[config.mk]
export PLATFORM = sky130hd
export DESIGN_NAME = clock_page_replacement
export DESIGN_NICKNAME = d
export VERILOG_FILES = /design/src/rtl/cpr_pkg.sv /design/src/rtl/clock_page_replacement.sv /design/src/rtl/cpr_cell.sv /design/src/rtl/cpr_ctrl.sv
export SDC_FILE = /design/constraint.sdc
export NUM_CORES = 1
export LEC_CHECK = 0
export ABC_CLOCK_PERIOD_IN_PS = 8700
export BUFFER_PORTS_ARGS = -buffer_cell sky130_fd_sc_hd__buf_4
export CELL_PAD_IN_SITES_DETAIL_PLACEMENT = 0
export CELL_PAD_IN_SITES_GLOBAL_PLACEMENT = 1
export CORE_ASPECT_RATIO = 0.7
export CORE_MARGIN = 1
export CORE_UTILIZATION = 39
export DETAILED_ROUTE_END_ITERATION = 12
export PLACE_DENSITY_LB_ADDON = 0.12
export SETUP_SLACK_MARGIN = 0.3
export SYNTH_ARGS = -nofsm -noshare
export SYNTH_HDL_FRONTEND = slang
export SYNTH_SLANG_ARGS = --single-unit
export TNS_END_PERCENT = 50
[constraint.sdc]
create_clock -name clk_i -period 8.7 [get_ports clk_i]
set_input_delay 1.74 -clock clk_i [delete_from_list [all_inputs] [get_ports clk_i]]
set_output_delay 1.74 -clock clk_i [all_outputs]
set_load 0.005 [all_outputs]
[src/rtl/cpr_pkg.sv]
// ---------------------------------------------------------------------------
// cpr_pkg: shared types and constants for the clock page replacement block
// Frame count, field widths, cell commands and the controller state type.
// ---------------------------------------------------------------------------
`default_nettype none

package cpr_pkg;

  localparam int FRAME_COUNT  = 4;
  localparam int TAG_W        = (FRAME_COUNT > 1) ? $clog2(FRAME_COUNT) : 1;
  localparam int ADDR_W       = 32;
  localparam int PAGE_SHIFT   = 12;
  localparam int PAGE_W       = ADDR_W - PAGE_SHIFT;
  localparam int SHOWN_FRAMES = 4;
  localparam int USED_W       = 2;

  // Command broadcast to every cell of the ring.
  typedef enum logic [1:0] {
    OP_HOLD,
    OP_HIT,
    OP_PASS,
    OP_PLACE
  } cell_op_e;

  // Contents of one frame as it travels around the ring.
  typedef struct packed {
    logic [PAGE_W-1:0] page;
    logic              valid;
    logic              used;
    logic [TAG_W-1:0]  tag;
  } cell_state_t;

  // Ring status seen by the controller.
  typedef struct packed {
    logic any_match;
    logic head_used;
  } ring_stat_t;

  // Controller outputs to the datapath.
  typedef struct packed {
    logic     take_in;
    cell_op_e op;
    logic     cap_hit;
    logic     cap_place;
    logic     emit;
  } cpr_ctl_t;

  typedef enum logic [1:0] {
    ST_IDLE,
    ST_COMPARE,
    ST_SWEEP,
    ST_EMIT
  } ctrl_state_e;

endpackage

`default_nettype wire

[src/rtl/clock_page_replacement.sv]
// ---------------------------------------------------------------------------
// clock_page_replacement: second-chance page replacement over a frame ring
// Looks up the page of each address, places it by the clock sweep on a
// miss, and reports the frame used together with all frame contents.
// ---------------------------------------------------------------------------
// Usage:
// The input channel carries one virtual address per beat (in_valid_i,
// in_stall_o); the output channel returns exactly one result beat per
// input beat (out_valid_o, out_stall_i), in order.
// The frames sit in a ring of cells. The clock hand is always the cell at
// the head of the ring: advancing the hand rotates every frame one cell.
// After taking an address, the block does one parallel compare; on a miss
// it then rotates the ring, clearing each set use bit at the head (at
// most FRAME_COUNT frames are passed with all use bits set) until a clear
// one takes the page; then it loads the output register. The block works
// on one address at a time: it takes no new address until the last one
// has been loaded into the output register.
// Reset empties every frame, clears all use bits and points the hand at
// frame zero; no output beat is pending after reset.
// While the receiver stalls, the finished beat holds in the output
// register and the next address is still taken; that address is worked
// on and then waits for the output register to free.
// ---------------------------------------------------------------------------
`default_nettype none

module clock_page_replacement (
  input  wire                         clk_i,
  input  wire                         rst_ni,
  input  wire                         in_valid_i,
  output logic                        in_stall_o,
  input  wire  [cpr_pkg::ADDR_W-1:0]  virtual_address_i,
  output logic                        out_valid_o,
  input  wire                         out_stall_i,
  output logic                        hit_o,
  output logic [cpr_pkg::USED_W-1:0]  frame_used_o,
  output logic [cpr_pkg::PAGE_W-1:0]  frame0_page_o,
  output logic [cpr_pkg::PAGE_W-1:0]  frame1_page_o,
  output logic [cpr_pkg::PAGE_W-1:0]  frame2_page_o,
  output logic [cpr_pkg::PAGE_W-1:0]  frame3_page_o,
  output logic [cpr_pkg::SHOWN_FRAMES-1:0] frames_valid_o
);
  import cpr_pkg::*;

  cpr_ctl_t    ctl;
  ring_stat_t  stat;
  logic        out_free;

  // Page number of the address in flight.
  logic [PAGE_W-1:0] page_q;

  cell_state_t            cell_st  [FRAME_COUNT];
  cell_state_t            cell_mod [FRAME_COUNT];
  logic [FRAME_COUNT-1:0] cell_match;
  logic [TAG_W-1:0]       match_tag;

  // Outcome of the lookup, held until the output register is free.
  logic             hit_q;
  logic [TAG_W-1:0] used_q;

  // Output register.
  logic                    out_valid_q;
  logic                    out_hit_q;
  logic [USED_W-1:0]       out_used_q;
  logic [PAGE_W-1:0]       out_page_q [SHOWN_FRAMES];
  logic [SHOWN_FRAMES-1:0] out_fv_q;
  logic [PAGE_W-1:0]       shown_page [SHOWN_FRAMES];
  logic [SHOWN_FRAMES-1:0] shown_fv;

  assign out_free = !out_valid_q || !out_stall_i;

  cpr_ctrl u_ctrl (
    .clk_i      (clk_i),
    .rst_ni     (rst_ni),
    .in_valid_i (in_valid_i),
    .out_free_i (out_free),
    .stat_i     (stat),
    .in_stall_o (in_stall_o),
    .ctl_o      (ctl)
  );

  always_ff @(posedge clk_i) begin
    if (ctl.take_in) page_q <= virtual_address_i[ADDR_W-1:PAGE_SHIFT];
  end

  // The ring: cell 0 is the clock hand, and each cell loads from the cell
  // after it when the ring rotates, so the head moves on to the next frame.
  for (genvar i = 0; i < FRAME_COUNT; i++) begin : g_cell
    localparam int Nxt = (i + 1) % FRAME_COUNT;
    cpr_cell u_cell (
      .clk_i      (clk_i),
      .rst_ni     (rst_ni),
      .head_i     (i == 0),
      .init_tag_i (TAG_W'(i)),
      .op_i       (ctl.op),
      .page_i     (page_q),
      .nbr_i      (cell_mod[Nxt]),
      .mod_o      (cell_mod[i]),
      .state_o    (cell_st[i]),
      .match_o    (cell_match[i])
    );
  end

  // At most one valid cell holds a given page, so an OR of tags suffices.
  always_comb begin
    match_tag = '0;
    for (int c = 0; c < FRAME_COUNT; c++) begin
      if (cell_match[c]) match_tag = match_tag | cell_st[c].tag;
    end
  end

  assign stat.any_match = |cell_match;
  assign stat.head_used = cell_st[0].used;

  always_ff @(posedge clk_i) begin
    if (ctl.cap_hit) begin
      hit_q  <= 1'b1;
      used_q <= match_tag;
    end else if (ctl.cap_place) begin
      hit_q  <= 1'b0;
      used_q <= cell_st[0].tag;
    end
  end

  // Sort the rotated ring back into frame order for the result.
  always_comb begin
    for (int k = 0; k < SHOWN_FRAMES; k++) begin
      shown_page[k] = '0;
      shown_fv[k]   = 1'b0;
      for (int c = 0; c < FRAME_COUNT; c++) begin
        if (int'(cell_st[c].tag) == k && cell_st[c].valid) begin
          shown_page[k] = shown_page[k] | cell_st[c].page;
          shown_fv[k]   = 1'b1;
        end
      end
    end
  end

  always_ff @(posedge clk_i or negedge rst_ni) begin
    if (!rst_ni) begin
      out_valid_q <= 1'b0;
    end else if (ctl.emit) begin
      out_valid_q <= 1'b1;
    end else if (!out_stall_i) begin
      out_valid_q <= 1'b0;
    end
  end

  always_ff @(posedge clk_i) begin
    if (ctl.emit) begin
      out_hit_q  <= hit_q;
      out_used_q <= USED_W'(used_q);
      out_page_q <= shown_page;
      out_fv_q   <= shown_fv;
    end
  end

  assign out_valid_o    = out_valid_q;
  assign hit_o          = out_hit_q;
  assign frame_used_o   = out_used_q;
  assign frame0_page_o  = out_page_q[0];
  assign frame1_page_o  = out_page_q[1];
  assign frame2_page_o  = out_page_q[2];
  assign frame3_page_o  = out_page_q[3];
  assign frames_valid_o = out_fv_q;

endmodule

`default_nettype wire

[src/rtl/cpr_cell.sv]
// ---------------------------------------------------------------------------
// cpr_cell: one frame slot of the rotating clock ring
// Holds a page, valid and use bit plus the frame index, and hands its
// contents to the neighbor whenever the ring rotates.
// ---------------------------------------------------------------------------
`default_nettype none

module cpr_cell (
  input  wire                          clk_i,
  input  wire                          rst_ni,
  input  wire                          head_i,
  input  wire  [cpr_pkg::TAG_W-1:0]    init_tag_i,
  input  wire  cpr_pkg::cell_op_e      op_i,
  input  wire  [cpr_pkg::PAGE_W-1:0]   page_i,
  input  wire  cpr_pkg::cell_state_t   nbr_i,
  output cpr_pkg::cell_state_t         mod_o,
  output cpr_pkg::cell_state_t         state_o,
  output logic                         match_o
);
  import cpr_pkg::*;

  cell_state_t state_q, state_d, mod;
  logic        rotate;

  assign match_o = state_q.valid && (state_q.page == page_i);
  assign rotate  = (op_i == OP_PASS) || (op_i == OP_PLACE);

  always_comb begin
    mod = state_q;
    unique case (op_i)
      OP_HOLD: begin
      end
      OP_HIT: begin
        if (match_o) mod.used = 1'b1;
      end
      OP_PASS: begin
        if (head_i) mod.used = 1'b0;
      end
      OP_PLACE: begin
        if (head_i) begin
          mod.page  = page_i;
          mod.valid = 1'b1;
          mod.used  = 1'b1;
        end
      end
      default: begin
      end
    endcase
    state_d = rotate ? nbr_i : mod;
  end

  always_ff @(posedge clk_i or negedge rst_ni) begin
    if (!rst_ni) begin
      state_q <= '{page: '0, valid: 1'b0, used: 1'b0, tag: init_tag_i};
    end else begin
      state_q <= state_d;
    end
  end

  assign mod_o   = mod;
  assign state_o = state_q;

endmodule

`default_nettype wire

[src/rtl/cpr_ctrl.sv]
// ---------------------------------------------------------------------------
// cpr_ctrl: sequencer for lookup, sweep and result hand-off
// Compares once, then on a miss rotates the ring until the head has a clear use bit.
// ---------------------------------------------------------------------------
`default_nettype none

module cpr_ctrl (
  input  wire                  clk_i,
  input  wire                  rst_ni,
  input  wire                  in_valid_i,
  input  wire                  out_free_i,
  input  wire cpr_pkg::ring_stat_t stat_i,
  output logic                 in_stall_o,
  output cpr_pkg::cpr_ctl_t    ctl_o
);
  import cpr_pkg::*;

  ctrl_state_e state_q, state_d;

  always_ff @(posedge clk_i or negedge rst_ni) begin
    if (!rst_ni) begin
      state_q <= ST_IDLE;
    end else begin
      state_q <= state_d;
    end
  end

  always_comb begin
    state_d    = state_q;
    ctl_o      = '{take_in: 1'b0, op: OP_HOLD, cap_hit: 1'b0, cap_place: 1'b0,
                   emit: 1'b0};
    in_stall_o = (state_q != ST_IDLE);
    unique case (state_q)
      ST_IDLE: begin
        if (in_valid_i) begin
          ctl_o.take_in = 1'b1;
          state_d       = ST_COMPARE;
        end
      end
      ST_COMPARE: begin
        if (stat_i.any_match) begin
          ctl_o.op      = OP_HIT;
          ctl_o.cap_hit = 1'b1;
          state_d       = ST_EMIT;
        end else begin
          state_d = ST_SWEEP;
        end
      end
      ST_SWEEP: begin
        // A set use bit at the head is cleared and passed; a clear one takes the page.
        if (stat_i.head_used) begin
          ctl_o.op = OP_PASS;
        end else begin
          ctl_o.op        = OP_PLACE;
          ctl_o.cap_place = 1'b1;
          state_d         = ST_EMIT;
        end
      end
      ST_EMIT: begin
        if (out_free_i) begin
          ctl_o.emit = 1'b1;
          state_d    = ST_IDLE;
        end
      end
      default: begin
        state_d = ST_IDLE;
      end
    endcase
  end

endmodule

`default_nettype wire

==> metrics <==
initial antenna violation count=0; commonest non-fill, non-tap cell in the layout=buf_4; HP Class=register to register; Routed WL=34.6 mm; FF-to-FF End=g_cell[3].u_cell.state_o[14]; Inserted Diodes=0; syn_area_per_cell=approximately 13 um^2; Worst slew margin=0.0574; total global routing overflow=0; global-route wire length before repair=about 50 mm; RSZ-0062 raised after global routing=no; status=complete, no violations; GP Congestion=0.874; post-synthesis cell area=roughly 0.011 mm^2; EDFF count, synth=109; Worst Path Max Fanout=6; max-slew violations=0; # IOs=125; Setup CP Type=register to output pin; fin crit share=0.377; post-synthesis sequential area ratio=0.509; NetSw=between 1500 and 2000 uW; maximum VDD drop=0.000221 V; clock-pin slew on the worst setup and hold paths=60 ps; Synth-to-Final Area Change=11.6%; Sw Ratio=0.376; syn_nets=944; Pleak=0.00514 uW; Core Footprint=approximately 0.028 mm^2; # Max-Cap Violations=0; die width=206 um; Starting Density=0.402; Skew-Pair Late Insertion Delay=540 ps; crit end category=output pin; CTS root buffer=clkbuf_16; Final Hold Vio Count=0; vias in the first global route=7467; H-tree Lvls=1; FMAX=0.305 GHz; ratio of cells with drive above 1 in the final layout=0.270; wire per inst=~26 um; post-CTS sizing=0; Placed Area=0.0118 mm^2; Clock Path Buffers=3; clock skew=31.1 ps; R2R Setup Slk=5710 ps; Post-Synthesis Cells=902; worst r2r path cells=8; origin of the critical flop-to-flop path=page_q[16]; Cell Int Power=2650 uW; fill count=around 2700; power share of the sequential group=0.431; nets=982; Comb pwr share=0.320; critical path launch point type=register; most frequent cells in the layout=buf_4 (132), edfxtp_1 (109), dfrtp_1 (95); number of CTS-inserted buffers=24; Overall Global Routing Usage=0.232; Port Buffers=roughly 110; die height=145 um; Hold Buf Count CTS=0; TritonCTS clock tree=yes; Clock power frac=0.248; Worst-Margin Slew=1410 ps; TritonCTS Sinks=209; drt initial violations=700; ys flop type=edfxtp_1; Worst Path Arrival=roughly 1500 ps; number of remaining DRC errors=0; Final setup viols=0; Ys Warns=0; largest net degree at the start of global routing=94; Final TNS setup=0 ps; Critical Path RT=~7000 ps; register bit total from synthesis=approximately 210; die area=between 0.02 and 0.03 mm^2; Post-CTS Setup Inserts=0; Final HPWL DP=approximately 23 mm; Yosys cell types=55; Setup crit end=in_stall_o; ys async rst share=0.474; critical path launch point=u_ctrl.state_q[0]; DRT Pass-1 Iters=5; design area=about 0.013 mm^2; Routed Antenna Nets=0; Min Clock Period, post-route=approximately 3300 ps; vias per inst=~6; Std-Cell Rows=51; Cell Pwr Density=between 300 and 400 mW/mm^2; via count=around 8000
==> area by class of cell <==
class                      count  area, um^2  share of cell area
inverter                      29         109             0.00860
timing repair buffer         132         991              0.0782
clock buffer                  26         608              0.0480
sequential                   209        5780               0.456
multi-input combinational    544        4510               0.356
tap                          371         464              0.0367
clock inverter                18         210              0.0166
==> Yosys cell counts, types with 8 or more instances <==
cell type | instances | area [um^2]
a221o_1 | 56 | 561
bufbuf_16 | 9 | 293
dfrtp_1 | 95 | 2380
mux2_2 | 68 | 766
xor2_1 | 21 | 184
nand2_1 | 42 | 158
buf_1 | 8 | 30.0
nand4_1 | 13 | 81.3
inv_1 | 29 | 109
nand3b_1 | 19 | 143
clkbuf_2 | 9 | 45.0
nor2_1 | 10 | 37.5
o311a_1 | 20 | 200
a22o_1 | 56 | 490
a22oi_1 | 48 | 360
edfxtp_1 | 109 | 3270
xnor2_1 | 59 | 517
clkbuf_8 | 21 | 289
nand2b_1 | 21 | 131
clkbuf_1 | 61 | 229
o311ai_0 | 21 | 184
o21ai_0 | 31 | 155
==> critical path: stages (launching register included) <==
cell and delay (ps):
dfrtp_1 410, inv_1 210, ha_1 210, inv_1 60, buf_4 130
==> logic make-up after synthesis <==
| family | synth area share |
|---|---|
| AOI/OAI and AO/OA | 0.182 |
| DFF | 0.509 |
| buffers and inverters | 0.0984 |
| and+or+nand+nor | 0.0747 |
| xor gates and xnor gates | 0.0618 |
| muxes | 0.0675 |
| adders and majority gates | 0.00662 |
==> routing by layer <==
metal / global-route usage / vias to the layer above / wire [um]
li1: - / 3537 / -
met1: 0.376 / 4024 / 17800
met2: 0.308 / 354 / 13400
met3: 0.0419 / 62 / 2510
met4: 0.0635 / 0 / 912
met5: 0 / - / 0
==> flip-flops by register name, summed over array words and instances, names as in the netlist <==
register	cells
g_cell.u_cell.mod_o	8
used_q	2
hit_q	1
g_cell.u_cell.state_o	88
frame3_page_o	20
page_q	20
hit_o	1
u_ctrl.state_q	2
frame2_page_o	20
out_valid_o	1
frame_used_o	2
frame1_page_o	20
frames_valid_o	4
frame0_page_o	20
==> worst min path at each step <==
stage / cells after the start / start / slack (ps) / to
6_report: 0 / used_q[1] / 420 / frame_used_o[1]
5_1_grt: 0 / used_q[1] / 430 / frame_used_o[1]
4_1_cts: 0 / used_q[1] / 430 / frame_used_o[1]
3_5_place_dp: 0 / used_q[1] / 420 / frame_used_o[1]
3_3_place_gp: 0 / used_q[0] / 410 / frame_used_o[0]
2_1_floorplan: 0 / used_q[0] / 400 / frame_used_o[0]
==> power groups by stage <==
stage                     Clock, uW  Combinational, uW  Sequential, uW
after floorplan                   0               1280            1580
after global placement            0               1350            1830
after detailed placement          0               1360            1840
after CTS                      1080               1370            1820
after global routing           1120               1480            1870
final                          1050               1360            1830
==> metrics by stage <==
step                      hold WS [ps]  cells   util  worst slack [ps]  power, uW
after detailed placement           415   1285  0.420              4990       3190
after global placement             407   1285  0.420              5010       3180
after floorplan                    400    902      -              2280       2850
after global routing               429   1329  0.449              5330       4470
after CTS                          426   1329  0.449              5410       4270
final                              424   1329  0.449              5420       4250
Note: power is estimated with default switching activity, not from simulation.
